## src/rtl/w3mg_pkg.sv

```systemverilog
// Types, codes and helper functions shared by the 3x3 window filter files.
package w3mg_pkg;

	localparam int PIX_W   = 8;
	localparam int TAPS    = 9;
	localparam int SUM_W   = 12;
	localparam int G_SHIFT = 4;

	typedef logic [PIX_W-1:0] pixel_t;
	typedef logic [SUM_W-1:0] gsum_t;

	typedef enum logic {
		MODE_MEDIAN = 1'b0,
		MODE_GAUSS  = 1'b1
	} filter_mode_t;

	typedef struct packed {
		pixel_t lo;
		pixel_t mid;
		pixel_t hi;
	} trio_t;

	function automatic trio_t sort3(input pixel_t a, input pixel_t b, input pixel_t c);
		trio_t  r;
		pixel_t l1;
		pixel_t h1;
		pixel_t h2;
		l1   = (a < b) ? a : b;
		h1   = (a < b) ? b : a;
		r.hi = (h1 < c) ? c : h1;
		h2   = (h1 < c) ? h1 : c;
		r.lo  = (l1 < h2) ? l1 : h2;
		r.mid = (l1 < h2) ? h2 : l1;
		return r;
	endfunction

endpackage

```

## src/rtl/window3x3_median_gauss_filter_unit.sv

```systemverilog
// Top level of the 3x3 window filter: median of nine or 1-2-1 gaussian average.
//
// Use: one 3x3 window of 8-bit grey pixels goes in per transfer on the window
// channel (win_valid / win_stall); one filtered pixel comes out per transfer on
// the result channel (res_valid / res_stall). cfg_we with cfg_wdata sets the
// mode: 0 median, 1 gaussian; change it only while no window is in flight.
// A window goes to the input register, then its result to the result register
// that drives res_valid. Throughput: one window per cycle while res_stall is low,
// set by the single input and result registers around the sort and adder logic.
// A new window is taken while a result waits, as long as the input register
// is free; win_stall rises only when both registers hold data and res_stall
// is high. A stalled result holds its value.
// Reset (arst_n low) empties both registers and sets median mode.
module window3x3_median_gauss_filter_unit
	import w3mg_pkg::*;
(
	input  logic   clk,
	input  logic   arst_n,
	input  logic   cfg_we,
	input  logic   cfg_wdata,
	input  logic   win_valid,
	output logic   win_stall,
	input  pixel_t row0_col0,
	input  pixel_t row0_col1,
	input  pixel_t row0_col2,
	input  pixel_t row1_col0,
	input  pixel_t row1_col1,
	input  pixel_t row1_col2,
	input  pixel_t row2_col0,
	input  pixel_t row2_col1,
	input  pixel_t row2_col2,
	output logic   res_valid,
	input  logic   res_stall,
	output pixel_t filtered_value
);

	filter_mode_t mode_q;
	logic         valid_s1;
	logic         valid_s2;
	pixel_t       win_s1 [TAPS];
	pixel_t       value_s2;
	logic         adv_s1;
	logic         adv_s2;
	trio_t        r0, r1, r2;
	trio_t        lows, mids, highs, fin;
	gsum_t        gsum;
	pixel_t       result;

	assign adv_s2    = !valid_s2 || !res_stall;
	assign adv_s1    = !valid_s1 || adv_s2;
	assign win_stall = !adv_s1;

	always_ff @(posedge clk or negedge arst_n) begin
		if (!arst_n) begin
			mode_q <= MODE_MEDIAN;
		end else if (cfg_we) begin
			mode_q <= filter_mode_t'(cfg_wdata);
		end
	end

	always_ff @(posedge clk or negedge arst_n) begin
		if (!arst_n) begin
			valid_s1 <= 1'b0;
			valid_s2 <= 1'b0;
		end else begin
			if (adv_s1) valid_s1 <= win_valid;
			if (adv_s2) valid_s2 <= valid_s1;
		end
	end

	always_ff @(posedge clk) begin
		if (adv_s1 && win_valid) begin
			win_s1[0] <= row0_col0;
			win_s1[1] <= row0_col1;
			win_s1[2] <= row0_col2;
			win_s1[3] <= row1_col0;
			win_s1[4] <= row1_col1;
			win_s1[5] <= row1_col2;
			win_s1[6] <= row2_col0;
			win_s1[7] <= row2_col1;
			win_s1[8] <= row2_col2;
		end
		if (adv_s2 && valid_s1) value_s2 <= result;
	end

	// median: sort rows, then columns, then the anti-diagonal
	always_comb begin
		r0    = sort3(win_s1[0], win_s1[1], win_s1[2]);
		r1    = sort3(win_s1[3], win_s1[4], win_s1[5]);
		r2    = sort3(win_s1[6], win_s1[7], win_s1[8]);
		lows  = sort3(r0.lo, r1.lo, r2.lo);
		mids  = sort3(r0.mid, r1.mid, r2.mid);
		highs = sort3(r0.hi, r1.hi, r2.hi);
		fin   = sort3(lows.hi, mids.mid, highs.lo);
	end

	always_comb begin
		gsum = gsum_t'(win_s1[0]) + gsum_t'(win_s1[2])
		     + gsum_t'(win_s1[6]) + gsum_t'(win_s1[8])
		     + (gsum_t'(win_s1[1]) << 1) + (gsum_t'(win_s1[3]) << 1)
		     + (gsum_t'(win_s1[5]) << 1) + (gsum_t'(win_s1[7]) << 1)
		     + (gsum_t'(win_s1[4]) << 2);
	end

	always_comb begin
		case (mode_q)
			MODE_GAUSS:  result = gsum[G_SHIFT +: PIX_W];
			MODE_MEDIAN: result = fin.mid;
			default:     result = fin.mid;
		endcase
	end

	assign res_valid      = valid_s2;
	assign filtered_value = value_s2;

endmodule

```

## config.mk

```make
export PLATFORM = sky130hd
export DESIGN_NAME = window3x3_median_gauss_filter_unit
export DESIGN_NICKNAME = d
export VERILOG_FILES = /design/src/rtl/w3mg_pkg.sv /design/src/rtl/window3x3_median_gauss_filter_unit.sv
export SDC_FILE = /design/constraint.sdc
export NUM_CORES = 1
export LEC_CHECK = 0
export BUFFER_PORTS_ARGS = -buffer_cell sky130_fd_sc_hd__buf_4
export CAP_MARGIN = 10
export CORE_MARGIN = 8
export CORE_UTILIZATION = 30
export DETAILED_ROUTE_END_ITERATION = 12
export SYNTH_ARGS = -nofsm -noshare
export SYNTH_HDL_FRONTEND = slang
export SYNTH_SLANG_ARGS = --single-unit
```

## constraint.sdc

```tcl
create_clock -name clk -period 31.1 [get_ports clk]
set_clock_uncertainty 0.15 [all_clocks]
set_input_delay 1.555 -clock clk [delete_from_list [all_inputs] [get_ports clk]]
set_output_delay 1.555 -clock clk [all_outputs]
set_load 0.01 [all_outputs]
```

# [Word-level counts from Yosys, hierarchy flattened]
# Memories as Yosys holds them, arrays and structs flattened.
# Index checks and enable logic that the tools add are counted.
[word_totals] register_bits=11 mem_bits_rw=72 inputBits=78 wordCells=77 mem_count=1
[memory_table] memory="win_s1" depth=9 word_bits=8 rd=9 rd_ports_with_merged_regs=0 write_ports=9 line_no="window3x3_median_gauss_filter_unit.sv:40" rtl="pixel_t win_s1 [TAPS];"
[op_classes] addsub=8 order_cmp=20 mux=35 bitwise_logic=1 reduce_logical=8
[op_table] op="8-bit 2-to-1 mux" count=32
[op_table] op="8-bit < comparator" count=20
[op_table] op="12-bit by 9-bit adder with 12-bit output" count=3
[op_table] op="8-bit case mux with 2 select lines" count=1
[op_table] op="11-bit by 9-bit adder with 12-bit output" count=1
[op_table] op="12-bit by 10-bit adder with 12-bit output" count=1
[op_table] op="10-bit by 8-bit adder with 11-bit output" count=1
[op_table] op="9-bit by 8-bit adder with 10-bit output" count=1
[op_table] op="8-bit by 8-bit adder with 9-bit output" count=1
[op_table] op="1-bit zero test" count=4
[op_table] op="1-bit logical AND" count=2
[op_table] op="1-bit logical OR" count=2
[op_table] op="1-bit 2-to-1 mux" count=2
[op_table] op="1-bit NOT" count=1

# [Logic depth before layout (Yosys ltp)]
[logic_depth] depth_word=19 mapped_depth=94 depth_no_buf=81

# [Worst setup path after synthesis]
# OpenSTA, ideal clock, no wires.
[synth_path] kind="register to register" start="memory win_s1[0][1] (netlist name)" end="register value_s2[2], in the netlist filtered_value[2], data pin" setup_ps=261 arrival_ps=17147 t_required_ps=30689 path_slack_ps=13541 stages_incl_launch_ff=90 path_buffers=12 synth_period_minus_slack_ps=17559 path_cell_list="edfxtp_1 ha_1 inv_1 o21a_1 o31ai_1 clkbuf_1 nor2_1 a21oi_1 inv_1 ha_1 a21oi_1 o21ai_0 a311o_1 o31ai_2 buf_2 buf_1 nand2_1 o21ai_0 (+54 left out) ha_1 a21oi_1 o221ai_1 o22ai_1 inv_1 o21ai_0 inv_1 a41oi_4 mux2_2 inv_1 ha_1 a211o_1 or2_2 a21oi_1 a31o_2 clkbuf_1 mux2i_1 mux2i_1"
[synth_lines] item="start, declared" line_no="window3x3_median_gauss_filter_unit.sv:40"
[synth_lines] item="end signal, assigned" line_no="window3x3_median_gauss_filter_unit.sv:83" rtl="if (adv_s2 && valid_s1) value_s2 <= result;"
[synth_lines] item="end, declared" line_no="window3x3_median_gauss_filter_unit.sv:41" rtl="pixel_t value_s2;"

==> run_results.csv <==
group,metric,value,unit
outcome,status,"finished clean",
global_routing,antenna_found_initial,0,
timing,rsz0062_at_grt,"false",
critical_path,cp-end-kind,"flop",
floorplanning,core_area,0.03767,mm²
worst_hold_path,hold_class,"reg2reg",
floorplanning,start_util,30.48,%
clocking,postCtsSetupBuffers,0,
layout,area_growth,12.82,%
global_routing,grt_pass1_wl,54.24,mm
layout,final_cell_mix,"156 x inv_1, 152 x ha_1, 111 x nand2_1",
route,drt_iter0_drc,795,
place,dp_hpwl,29.70,mm
logic_synthesis,synth_top_flop_cell,"edfxtp_1",
critical_path,cpMostUsedCell,"ha_1",
timing,final-setup-viol-count,0,
timing,fmax,51.00,MHz
logic_synthesis,synth_area,0.01148,mm²
logic_synthesis,synth_edf_count,80,
timing,fin_setup_tns,0,ns
clocking,hold_buffers,0,
route,antenna_left,0,
logic_synthesis,async_flop_share,3.614,%
clocking,cts_tree,"yes",
floorplanning,die_y,211.6,µm
layout,final_nets,1665,
global_routing,grt_usage,15.58,%
floorplanning,rows,71,
critical_path,setup.worst_path.start_class,"flop",
timing,hold_viol,0,
route,wire_per_inst,18.36,µm
timing,tightest_slew,1.166,ns
timing,period_share,63.05,%
critical_path,cp_max_fo,31,
global_routing,grt_pass1_vias,9638,
critical_path,crit_slowest_cell,"o31ai_4",
logic_synthesis,ys_warn_count,0,
place,dpl-instance-area,0.01267,mm²
logic_synthesis,syn_area_per_cell,8.691,µm²
timing,slew_headroom,21.93,%
critical_path,worst-setup-path-type,"reg2reg",
timing,fin_crit,19.61,ns
global_routing,gr-usage-met2,26.60,%
logic_synthesis,ys_types,87,
layout,diodes,0,
critical_path,worst_path_dominant_cell_family,"compound AO/OA/AOI/OAI gates",
place,globalplace.congestion,0.9560,
flow_run,drv_cap,0,
critical_path,max_stage_delay,0.90,ns
global_routing,grt_util_met3,1.508,%
clocking,clk_pin_slew_worst_paths,0.06,ns
critical_path,path_buf_inv,7,
critical_path,worst_ep_required_time,31.04,ns
route,via_count,9830,
clocking,cts.repair.resized,0,
clocking,h-tree-depth,3,
route,finalWirelength,34.94,mm
global_routing,grt_start_max_net_pins,61,
route,drc,0,
route,dr.pass1.iters,5,
global_routing,busiest_layer,"met2",
route,routed_via_density,5.166,
place,port_buffers,87,
clocking,cts_max_path_buffers,2,
global_routing,overflow,0,
logic_synthesis,synth-seq-cells,83,
floorplanning,die_area,0.04479,mm²
layout,finish.instance_area,0.01295,mm²
logic_synthesis,synth-seq-area-share,21.58,%
floorplanning,io_pins,88,
logic_synthesis,synth_cells,1321,
clocking,numCtsBuffers,9,
clocking,numClockSinks,83,
layout,drive_above_1_share,11.64,%
floorplanning,die_w,211.6,µm
clocking,clk_latency,0.36,ns
clocking,cts_root_buffer,"clkbuf_16",
timing,slew_violations,0,
global_routing,grtUsageMet1,20.11,%
critical_path,cp.arrival,19.55,ns
logic_synthesis,synthesis.nets,1598,
layout,final_common_cell,"inv_1",
[synth_stat cells, types with 8 or more instances]
cell type / count / area, µm²
a211oi_1: 12 / 90.09
a21o_1: 37 / 277.8
a21oi_1: 106 / 530.5
a31oi_1: 10 / 62.56
and2_1: 10 / 62.56
clkbuf_1: 25 / 93.84
edfxtp_1: 80 / 2402
fa_1: 47 / 940.9
ha_1: 152 / 1902
inv_1: 156 / 585.6
maj3_1: 8 / 80.08
mux2_2: 21 / 236.5
mux2i_1: 85 / 850.8
nand2_1: 111 / 416.7
nand2b_1: 22 / 137.6
nand3_1: 16 / 80.08
nand4_1: 16 / 100.1
nor2_1: 99 / 371.6
nor2b_1: 16 / 100.1
nor3_1: 10 / 50.05
o21a_1: 15 / 112.6
o21ai_0: 107 / 535.5
o22ai_1: 8 / 50.05
or2_2: 9 / 56.30
xnor2_1: 11 / 96.34
[final timing paths]
path,start,endpoint,slack (ns),cells after the start
min in group asynchronous,arst_n,valid_s1,0.82,1
setup reg to reg,win_s1[0][9],filtered_value[3],11.49,74
hold reg to reg,valid_s1,res_valid,0.34,1
hold / removal,valid_s1,res_valid,0.34,1
setup / recovery,win_s1[0][9],filtered_value[3],11.49,74
max in group asynchronous,arst_n,res_valid,29.89,1
[registers in the layout, indices dropped and copies added (netlist names)]
| signal | flops |
|---|---|
| valid_s1 | 1 |
| mode_q | 1 |
| filtered_value | 8 |
| res_valid | 1 |
| win_s1 | 72 |
[layout make-up]
| type | instances | area [µm²] |
|---|---|---|
| clock buffer | 9 | 225.2 |
| inverter | 156 | 585.6 |
| fill | 3950 | 24710 |
| sequential | 83 | 2477 |
| clock inverter | 6 | 57.56 |
| timing repair buffer | 94 | 705.7 |
| tap | 511 | 639.4 |
| multi-input combinational | 1044 | 8262 |
[metal layers]
| layer | vias to the layer above | part of all wire (%) | routed length, µm |
|---|---|---|---|
| li1 | 4901 | - | - |
| met1 | 4659 | 45 | 15720 |
| met2 | 223 | 48 | 16830 |
| met3 | 47 | 3.8 | 1320 |
| met4 | 0 | 3.1 | 1068 |
| met5 | - | 0 | 0 |
[worst register-to-register path, delay by kind of cell, from the launching register on]
family                   cells  cell delay [ns]
AO/OA/AOI/OAI               36            10.29
AND/OR/NAND/NOR             15             3.17
flip-flops                   1             0.45
multiplexers                 7             1.91
adder cells (fa/ha/maj)      9             2.44
buffers and inverters        7             0.91
[through the flow]
step	worst slack, ns	cells	hold slack, ns	util (%)
after global routing	10.02	1903	0.3740	34.39
after detailed placement	11.80	1888	0.3196	33.64
after CTS	11.72	1903	0.3341	34.39
final	11.49	1903	0.3352	34.39
after global placement	12.39	1888	0.3006	33.64
after floorplan	13.54	1321	0.2934	-
[cells by family (layout without fill, tap and decap cells)]
kind of cell,Yosys count,after routing,share of synthesized area [%]
AO/OA/AOI/OAI,382,382,21.79
AND/OR/NAND/NOR,328,328,13.31
multiplexers,110,110,10.02
flip-flops,83,83,21.58
adder cells (fa/ha/maj),207,207,25.46
buffers and inverters,194,265,6.561
XOR/XNOR,17,17,1.297
Power is left out: the tool's default activity adds up to more than one toggle a clock period on the data nets, which glitch-free logic cannot reach.
